`src/design/spq_pkg.sv`:
```
// ----------------------------------------------------------------------------
// spq_pkg: shared definitions for the stable sorted priority queue
// Request codes, default sizes and the per-cell control bundle.
// ----------------------------------------------------------------------------
`default_nettype none

package spq_pkg;

  // Default sizes
  localparam int unsigned DEF_CAPACITY       = 16;
  localparam int unsigned DEF_VALUE_WIDTH    = 16;
  localparam int unsigned DEF_PRIORITY_WIDTH = 8;

  // Fixed field widths
  localparam int unsigned REQ_W = 2;
  localparam int unsigned OCC_W = 5;

  // Request codes
  localparam logic [REQ_W-1:0] REQ_INSERT = 2'd0;
  localparam logic [REQ_W-1:0] REQ_REMOVE = 2'd1;
  localparam logic [REQ_W-1:0] REQ_CLEAR  = 2'd2;

  // Per-cycle command broadcast to every cell
  typedef struct packed {
    logic ins;   // insert new entry into the sorted row
    logic rem;   // pop head, shift row toward head
  } spq_ctl_t;

endpackage : spq_pkg

`default_nettype wire

```
`src/design/stable_sorted_priority_queue.sv`:
```
// ----------------------------------------------------------------------------
// stable_sorted_priority_queue: bounded FIFO-stable priority queue
// A row of CAPACITY cells kept sorted by priority; insert, remove most
// urgent and clear, each answered with flags and occupancy.
// ----------------------------------------------------------------------------
// Result: an accepted request's result is registered into the output register.
// Throughput: 1 request per cycle while the result channel is free or draining;
//   every cell compares its priority with the incoming one in parallel and the whole row updates in that same cycle.
// Reset: fill count cleared to zero, output register empty; cell contents are
//   left undefined and are never read before being written.
`default_nettype none

module stable_sorted_priority_queue #(
  parameter int unsigned CAPACITY       = spq_pkg::DEF_CAPACITY,
  parameter int unsigned VALUE_WIDTH    = spq_pkg::DEF_VALUE_WIDTH,
  parameter int unsigned PRIORITY_WIDTH = spq_pkg::DEF_PRIORITY_WIDTH,
  localparam int unsigned IN_W  = ((VALUE_WIDTH + PRIORITY_WIDTH + 7) / 8) * 8,
  localparam int unsigned RES_W = VALUE_WIDTH + PRIORITY_WIDTH + 4 + spq_pkg::OCC_W,
  localparam int unsigned OUT_W = ((RES_W + 7) / 8) * 8
) (
  input  wire                       clk_i,
  input  wire                       rst_ni,
  // Request channel
  input  wire                       s_axis_tvalid,
  output logic                      s_axis_tready,
  input  wire [IN_W-1:0]            s_axis_tdata,  // item_value, item_priority
  input  wire [spq_pkg::REQ_W-1:0]  s_axis_tuser,  // req_type
  // Result channel
  output logic                      m_axis_tvalid,
  input  wire                       m_axis_tready,
  output logic [OUT_W-1:0]          m_axis_tdata   // out_value, out_priority,
                                                   // out_valid, accepted, now_empty,
                                                   // now_full, occupancy
);
  import spq_pkg::*;

  localparam int unsigned CNT_W = $clog2(CAPACITY + 1);

  logic                      req_fire;
  logic [REQ_W-1:0]          req_type;
  logic [VALUE_WIDTH-1:0]    item_value;
  logic [PRIORITY_WIDTH-1:0] item_priority;

  logic [CNT_W-1:0] count_q, count_d;
  logic             is_full, is_empty;
  logic             do_ins, do_rem, do_clr;
  spq_ctl_t         ctl;

  logic [VALUE_WIDTH-1:0]    cell_value    [CAPACITY];
  logic [PRIORITY_WIDTH-1:0] cell_priority [CAPACITY];
  logic                      cell_after    [CAPACITY];

  logic                   m_valid_q;
  logic [OUT_W-1:0]       m_data_q, m_data_d;
  logic [RES_W-1:0]       result;
  logic                   res_accepted;

  // Unpack request
  assign req_type      = s_axis_tuser;
  assign item_value    = s_axis_tdata[VALUE_WIDTH-1:0];
  assign item_priority = s_axis_tdata[VALUE_WIDTH+PRIORITY_WIDTH-1:VALUE_WIDTH];

  // Take a request whenever the output register is free or draining
  assign s_axis_tready = !m_valid_q || m_axis_tready;
  assign req_fire      = s_axis_tvalid && s_axis_tready;

  // Decode request against fill state
  assign is_full  = (count_q == CNT_W'(CAPACITY));
  assign is_empty = (count_q == '0);

  always_comb begin
    do_ins = 1'b0;
    do_rem = 1'b0;
    do_clr = 1'b0;
    case (req_type)
      REQ_INSERT: do_ins = req_fire && !is_full;
      REQ_REMOVE: do_rem = req_fire && !is_empty;
      REQ_CLEAR:  do_clr = req_fire;
      default:    ;
    endcase
  end

  assign ctl.ins = do_ins;
  assign ctl.rem = do_rem;
  assign res_accepted = do_ins || do_rem || do_clr;

  // Advance fill count
  always_comb begin
    count_d = count_q;
    if (do_clr) begin
      count_d = '0;
    end else if (do_ins) begin
      count_d = count_q + CNT_W'(1);
    end else if (do_rem) begin
      count_d = count_q - CNT_W'(1);
    end
  end

  // Sorted cell row, head at index 0
  for (genvar i = 0; i < CAPACITY; i++) begin : g_cell
    logic                      l_after;
    logic [VALUE_WIDTH-1:0]    l_value, r_value;
    logic [PRIORITY_WIDTH-1:0] l_priority, r_priority;

    if (i == 0) begin : g_head
      assign l_after    = 1'b1;
      assign l_value    = item_value;
      assign l_priority = item_priority;
    end else begin : g_mid
      assign l_after    = cell_after[i-1];
      assign l_value    = cell_value[i-1];
      assign l_priority = cell_priority[i-1];
    end

    if (i == CAPACITY - 1) begin : g_tail
      assign r_value    = cell_value[i];
      assign r_priority = cell_priority[i];
    end else begin : g_body
      assign r_value    = cell_value[i+1];
      assign r_priority = cell_priority[i+1];
    end

    spq_cell #(
      .IDX           (i),
      .CNT_W         (CNT_W),
      .VALUE_WIDTH   (VALUE_WIDTH),
      .PRIORITY_WIDTH(PRIORITY_WIDTH)
    ) u_cell (
      .clk_i           (clk_i),
      .ctl_i           (ctl),
      .count_i         (count_q),
      .new_value_i     (item_value),
      .new_priority_i  (item_priority),
      .left_after_i    (l_after),
      .left_value_i    (l_value),
      .left_priority_i (l_priority),
      .right_value_i   (r_value),
      .right_priority_i(r_priority),
      .after_o         (cell_after[i]),
      .value_o         (cell_value[i]),
      .priority_o      (cell_priority[i])
    );
  end

  // Build result word
  assign result = {
    OCC_W'(count_d),
    (count_d == CNT_W'(CAPACITY)),
    (count_d == '0),
    res_accepted,
    do_rem,
    (do_rem ? cell_priority[0] : {PRIORITY_WIDTH{1'b0}}),
    (do_rem ? cell_value[0]    : {VALUE_WIDTH{1'b0}})
  };

  assign m_data_d = OUT_W'(result);

  // Hold count and output valid
  always_ff @(posedge clk_i or negedge rst_ni) begin
    if (!rst_ni) begin
      count_q   <= '0;
      m_valid_q <= 1'b0;
    end else begin
      count_q <= count_d;
      if (req_fire) begin
        m_valid_q <= 1'b1;
      end else if (m_axis_tready) begin
        m_valid_q <= 1'b0;
      end
    end
  end

  // Hold result payload
  always_ff @(posedge clk_i) begin
    if (req_fire) begin
      m_data_q <= m_data_d;
    end
  end

  assign m_axis_tvalid = m_valid_q;
  assign m_axis_tdata  = m_data_q;

endmodule : stable_sorted_priority_queue

`default_nettype wire

```
`src/design/spq_cell.sv`:
```
// ----------------------------------------------------------------------------
// spq_cell: one slot of the sorted entry row
// Holds one value and priority, compares against the incoming priority and
// takes its own, the new, the left or the right neighbor's entry.
// ----------------------------------------------------------------------------
`default_nettype none

module spq_cell #(
  parameter int unsigned IDX            = 0,
  parameter int unsigned CNT_W          = 5,
  parameter int unsigned VALUE_WIDTH    = 16,
  parameter int unsigned PRIORITY_WIDTH = 8
) (
  input  wire                        clk_i,
  input  wire spq_pkg::spq_ctl_t     ctl_i,
  input  wire [CNT_W-1:0]            count_i,
  input  wire [VALUE_WIDTH-1:0]      new_value_i,
  input  wire [PRIORITY_WIDTH-1:0]   new_priority_i,
  input  wire                        left_after_i,   // left cell keeps its entry
  input  wire [VALUE_WIDTH-1:0]      left_value_i,
  input  wire [PRIORITY_WIDTH-1:0]   left_priority_i,
  input  wire [VALUE_WIDTH-1:0]      right_value_i,
  input  wire [PRIORITY_WIDTH-1:0]   right_priority_i,
  output logic                       after_o,        // new entry goes behind this one
  output logic [VALUE_WIDTH-1:0]     value_o,
  output logic [PRIORITY_WIDTH-1:0]  priority_o
);
  import spq_pkg::*;

  logic                      occupied;
  logic [VALUE_WIDTH-1:0]    value_q, value_d;
  logic [PRIORITY_WIDTH-1:0] priority_q, priority_d;

  // Slot holds a live entry when it lies below the fill count
  assign occupied = (CNT_W'(IDX) < count_i);
  assign after_o  = occupied && (priority_q <= new_priority_i);

  // Pick next entry: keep, take new, shift from left or shift from right
  always_comb begin
    value_d    = value_q;
    priority_d = priority_q;
    if (ctl_i.ins) begin
      if (!after_o) begin
        if (left_after_i) begin
          value_d    = new_value_i;
          priority_d = new_priority_i;
        end else begin
          value_d    = left_value_i;
          priority_d = left_priority_i;
        end
      end
    end else if (ctl_i.rem) begin
      value_d    = right_value_i;
      priority_d = right_priority_i;
    end
  end

  // Hold entry
  always_ff @(posedge clk_i) begin
    value_q    <= value_d;
    priority_q <= priority_d;
  end

  assign value_o    = value_q;
  assign priority_o = priority_q;

endmodule : spq_cell

`default_nettype wire

```
`config.mk`:
```
export PLATFORM = sky130hd
export DESIGN_NAME = stable_sorted_priority_queue
export DESIGN_NICKNAME = d
export VERILOG_FILES = /design/src/design/spq_pkg.sv /design/src/design/stable_sorted_priority_queue.sv /design/src/design/spq_cell.sv
export SDC_FILE = /design/constraint.sdc
export NUM_CORES = 1
export LEC_CHECK = 0
export CAP_MARGIN = 25
export CORE_UTILIZATION = 59
export CTS_CLUSTER_SIZE = 16
export DETAILED_ROUTE_END_ITERATION = 6
export DONT_BUFFER_PORTS = 1
export HOLD_SLACK_MARGIN = 0.12
export PLACE_DENSITY = 0.8
export SLEW_MARGIN = 20
export SYNTH_ARGS = -nofsm -noshare
export SYNTH_HDL_FRONTEND = slang
export SYNTH_HIERARCHICAL = 1
export SYNTH_SLANG_ARGS = --single-unit
```
`constraint.sdc`:
```
create_clock -name clk_i -period 5.74 [get_ports clk_i]
set_input_delay 0.287 -clock clk_i [delete_from_list [all_inputs] [get_ports clk_i]]
set_output_delay 0.287 -clock clk_i [all_outputs]
set_load 0.005 [all_outputs]
```
# Yosys cells after proc, flatten, opt, wreduce, memory -nomap -nowiden
# Cells that the tools add are included.
[word_totals]
in_bits = 30
word_cells = 264
ff_bits = 423
[op_classes]
order_cmp = 32
mux = 128
eq_ne = 19
n_addsub = 2
n_bitwise = 1
reduce_logical = 46
[ops]
columns = ["operator", "count"]
rows = [
  ["$mux 16", 60],
  ["$mux 8", 60],
  ["$le 8x8->1", 16],
  ["$lt 4x5->1 const A", 8],
  ["$reduce_and 2->1", 16],
  ["$ne 2x2->1 const B", 15],
  ["$lt 3x5->1 const A", 4],
  ["$logic_and 1x1->1", 19],
  ["$mux 5", 3],
  ["$eq 5x5->1 const B", 2],
  ["$logic_not 5->1", 2],
  ["$lt 1x5->1 const A", 2],
  ["$lt 2x5->1 const A", 2],
  ["$add 5x1->5 const B", 1],
  ["$mux 1", 5],
  ["$sub 5x1->5 const B", 1],
  ["$reduce_bool 2->1", 2],
  ["$logic_not 1->1", 3],
  ["$logic_or 1x1->1", 3],
  ["$eq 2x1->1 const B", 1],
  ["$eq 2x2->1 const B", 1],
  ["$logic_not 2->1", 1],
  ["$not 1->1", 1],
]

# Longest topological paths before layout
[depth]
depth_word = 9
mapped_depth = 10
mapped_depth_nobuf = 8

# Hierarchy
# Netlist, hierarchy kept.
[modules_own_cells]
columns = ["module", "area_per_inst_um2", "cells_each", "instances"]
rows = [
  ["spq_cell (g_cell[13].u_cell ...)", 1441.4, 136, 2],
  ["stable_sorted_priority_queue", 1830.5, 140, 1],
  ["spq_cell (g_cell[4].u_cell)", 1507.7, 140, 1],
  ["spq_cell (g_cell[5].u_cell)", 1493.9, 140, 1],
  ["spq_cell (g_cell[3].u_cell)", 1490.2, 140, 1],
  ["spq_cell (g_cell[11].u_cell)", 1486.4, 140, 1],
  ["spq_cell (g_cell[15].u_cell)", 1478.9, 138, 1],
  ["spq_cell (g_cell[7].u_cell)", 1471.4, 136, 1],
  ["spq_cell (g_cell[10].u_cell)", 1470.2, 138, 1],
  ["spq_cell (g_cell[1].u_cell)", 1468.9, 140, 1],
  ["spq_cell (g_cell[9].u_cell)", 1463.9, 139, 1],
  ["spq_cell (g_cell[12].u_cell)", 1462.7, 138, 1],
  ["spq_cell (g_cell[0].u_cell)", 1457.6, 137, 1],
  ["spq_cell (g_cell[8].u_cell)", 1453.9, 138, 1],
  ["+2 rows", "--", "--", "--"],
]

# Least setup slack after synthesis
# Ideal clock, no wire load.
[synth_path]
path_type = "register to register"
start = "reg count_q[1]"
end = "reg g_cell[4].u_cell.priority_q[0], enable pin"
arrival_time_ns = 5.610
n_path_buf = 0
period_less_slack_ns = 6.023
setup_ns = 0.413
t_required_ns = 5.327
setup_slack_ns = -0.283
path_stages_with_launch = 8
cell_sequence = "dfrtp_1 inv_1 ha_1 nor3b_2 a2111oi_2 or2_1 o41ai_1 a21oi_1"
[synth_between]
elab_chain_cells = 6
elab_cells_between_ends = 13
cone_classes = "order compare: 1; eq/ne: 2; mux: 2; reduce/logical: 8"
[synth_rtl]
columns = ["element", "line", "rtl"]
rows = [
  ["start: declaration", "stable_sorted_priority_queue.sv:44", "logic [CNT_W-1:0] count_q, count_d;"],
  ["start signal: assignment", "stable_sorted_priority_queue.sv:164", "count_q <= count_d;"],
  ["$eq 5x5->1 (*)", "stable_sorted_priority_queue.sv:68", "assign is_full = (count_q == CNT_W'(CAPACITY));"],
  ["$logic_not 1->1 (*)", "stable_sorted_priority_queue.sv:76", "REQ_INSERT: do_ins = req_fire && !is_full;"],
  ["$logic_and 1x1->1 (*)", "stable_sorted_priority_queue.sv:76", ""],
  ["$mux 1 (*)", "stable_sorted_priority_queue.sv:75", "case (req_type)"],
  ["net do_ins", "stable_sorted_priority_queue.sv:46", "logic do_ins, do_rem, do_clr;"],
  ["$ne 2x2->1 (no line) / $reduce_bool 2->1 (equally long branches)", "--", ""],
  ["$reduce_and 2->1 (no line) (*)", "--", ""],
  ["end signal: assignment", "spq_cell.sv:61", "priority_q <= priority_d;"],
  ["end: declaration", "spq_cell.sv:32", "logic [PRIORITY_WIDTH-1:0] priority_q, priority_d;"],
]
# Mark *: on every way through the listed nets, which the timed path passes. The rest lies on a longest branch.
# A chain may end at the register's enable or synchronous reset.

# Worst setup path in the final report
[layout_path]
start = "reg count_q[1]"
end = "reg g_cell[8].u_cell.value_q[14] (data pin)"
[layout_between]
elab_chain_cells = 5
elab_cells_between_ends = 9
cone_classes = "order compare: 1; eq/ne: 1; mux: 4; reduce/logical: 3"
[layout_rtl]
columns = ["element", "line", "rtl"]
rows = [
  ["$eq 5x5->1", "stable_sorted_priority_queue.sv:68", ""],
  ["$logic_not 1->1", "stable_sorted_priority_queue.sv:76", ""],
  ["$logic_and 1x1->1", "stable_sorted_priority_queue.sv:76", ""],
  ["$mux 1", "stable_sorted_priority_queue.sv:75", ""],
  ["net do_ins", "stable_sorted_priority_queue.sv:46", ""],
  ["$mux 16", "spq_cell.sv:42", "if (ctl_i.ins) begin"],
  ["net g_cell[8].u_cell.value_d[14]", "spq_cell.sv:31", "logic [VALUE_WIDTH-1:0] value_q, value_d;"],
  ["end signal: assignment", "spq_cell.sv:60", "value_q <= value_d;"],
  ["end: declaration", "spq_cell.sv:31", ""],
]
# The timed path passes the listed nets, and every way through them passes these cells. The select of a mux whose other input is x is not followed.

==> flow_metrics.env <==
export IMPL_die_w_um=209
export IMPL_grt_pass1_wl_mm=90.4
export IMPL_tightest_slew_ns=1.02
export IMPL_routedWlPerCell_um=19.7
export IMPL_dieArea_um2=43700
export IMPL_grt_pass1_vias=17200
export IMPL_clockRootBuffer="clkbuf_16"
export IMPL_postRouteAntennaNets=0
export IMPL_die_h_um=209
export IMPL_overflow=0
export IMPL_initial_utilization=0.601
export IMPL_fillers=3112
export IMPL_hpwl_mm=37.9
export IMPL_dr_wl_met3_mm=4.03
export IMPL_status="finished clean"
export IMPL_final_common_cell="a21oi_1"
export IMPL_syn2layout_area_growth_pct=7.97
export IMPL_finalHoldViolCount=0
export IMPL_finalNetCount=2473
export IMPL_arrival_ns=4.49
export IMPL_cts_sinks=423
export IMPL_grt_max_degree=269
export IMPL_drc=0
export IMPL_finalNonFillerCells=2886
export IMPL_port_buffers=0
export IMPL_min_period_ns=4.24
export IMPL_cts_tree="built"
export IMPL_design_area_um2=27300
export IMPL_wl_met1_mm=25.0
export IMPL_max_slew_margin=0.320
export IMPL_irDropWorstVdd_mv=0.218
export IMPL_synth_warning_count=6
export IMPL_place_inst=2771
export IMPL_num_io_pins=72
export IMPL_p_leak_nw=10.3
export IMPL_crit_type="reg2reg"
export IMPL_cp_end_kind="flop"
export IMPL_synth_area_per_cell_um2=10.8
export IMPL_power_mw=9.23
export IMPL_p_per_area_nw_per_um2=338
export IMPL_gp_congestion=0.856
export IMPL_multiInputGateArea_um2=11400
export IMPL_vias=17700
export IMPL_cap_violations=0
export IMPL_antenna_cells=0
export IMPL_clk_latency_ns=0.57
export IMPL_fmax_ghz=0.236
export IMPL_final_cell_mix="a21oi_1 (449), edfxtp_1 (417), nor2_1 (403)"
export IMPL_skew_ns=0.0171
export IMPL_wl_met2_mm=26.4
export IMPL_cts_setup_buffers=0
export IMPL_seqCellArea_um2=12700
export IMPL_post_route_util=0.648
export IMPL_rsz0062_at_grt="no"
export IMPL_antenna_found_initial=0
export IMPL_cts_buffer_depth=3
export IMPL_core_um2=42100
export IMPL_min_period_over_period=0.739
export IMPL_dr_first_iter_drc_count=1376
export IMPL_setup_tns_ns=0
export IMPL_slew_viol_final=0
export IMPL_drt_total_wl_mm=56.7
export IMPL_htree_num_levels=2
export IMPL_via_per_inst=6.13
export IMPL_setup_viol=0
export IMPL_cts_resized_gates=0
export IMPL_drive_gt1_frac=0.0695
export IMPL_hp_class="in2reg"
export IMPL_highest_layer="met4"
export IMPL_crit_required_ns=5.99
export IMPL_syn_inst=2345
export IMPL_cts_buffers=45
export IMPL_worstPathMaxFanout=268
export IMPL_drtPass1Iterations=5
export IMPL_syn_cell_area_um2=25300
export IMPL_std_cell_rows=75
export IMPL_grt_usage=0.258
export IMPL_clk_pin_slew_ns=0.06
export IMPL_critPathLaunchType="flop"
export IMPL_postPlaceCellArea_um2=25500
-- critical path, cell delays in order (launching register included) --
cell	delay, ns
dfrtp_1	0.76
inv_1	0.16
ha_1	0.27
nor3b_2	0.20
a2111oi_4	0.94
buf_4	0.41
buf_4	0.19
buf_12	0.65
a21oi_1	0.16
-- final timing paths --
path,start,endpoint,slack [ns],depth (start not counted)
worst max-delay path,count_q[1],g_cell[8].u_cell/value_o[14],1.50,8
worst min-delay path,s_axis_tuser[1],count_q[1],0.16,3
worst max register to register,count_q[1],g_cell[8].u_cell/value_o[14],1.50,8
worst min register to register,g_cell[0].u_cell/value_o[14],m_axis_tdata[14],0.55,1
max in group asynchronous,rst_ni,count_q[1],4.89,2
min in group asynchronous,rst_ni,count_q[2],0.60,2
-- layout make-up --
cell class / instances / area share
clock buffers: 61 / 0.0464
clock inverters: 20 / 0.00522
inverters: 140 / 0.0192
multi-input cells: 1641 / 0.418
flip-flops and latches: 423 / 0.464
well taps: 539 / 0.0247
repair buffers: 62 / 0.0223
-- power by group --
part	total [mW]	internal, mW	leakage, nW	switching, mW
logic	2.44	1.03	5.69	1.41
registers	3.99	3.75	3.93	0.244
clock network	2.80	1.63	0.698	1.17
-- sequential cells by signal, summed over array words and instances (netlist names) --
signal,cells
m_axis_tdata,33
g_cell.u_cell/value_o,256
count_q,5
m_axis_tvalid,1
g_cell.u_cell/priority_o,128
-- per-stage QoR --
stage | hold slack [ns] | setup WS, ns
2_1_floorplan | -0.00859 | 0.938
3_3_place_gp | -0.00833 | 1.69
3_5_place_dp | -0.00833 | 1.51
4_1_cts | 0.131 | 1.46
5_1_grt | 0.185 | 1.25
6_report | 0.157 | 1.50
-- metal layers --
metal	vias to the layer above	global-route usage
met5	-	0
met4	0	0.0847
met3	101	0.0322
met2	701	0.418
met1	8371	0.360
li1	8523	-
-- timing repair --
action                                  4_1_cts  5_1_grt
endpoints found under the setup margin        0        0
hold buffers                                 30        0
hold endpoints to repair                    401        0
Power figures use the tool's default switching activity.
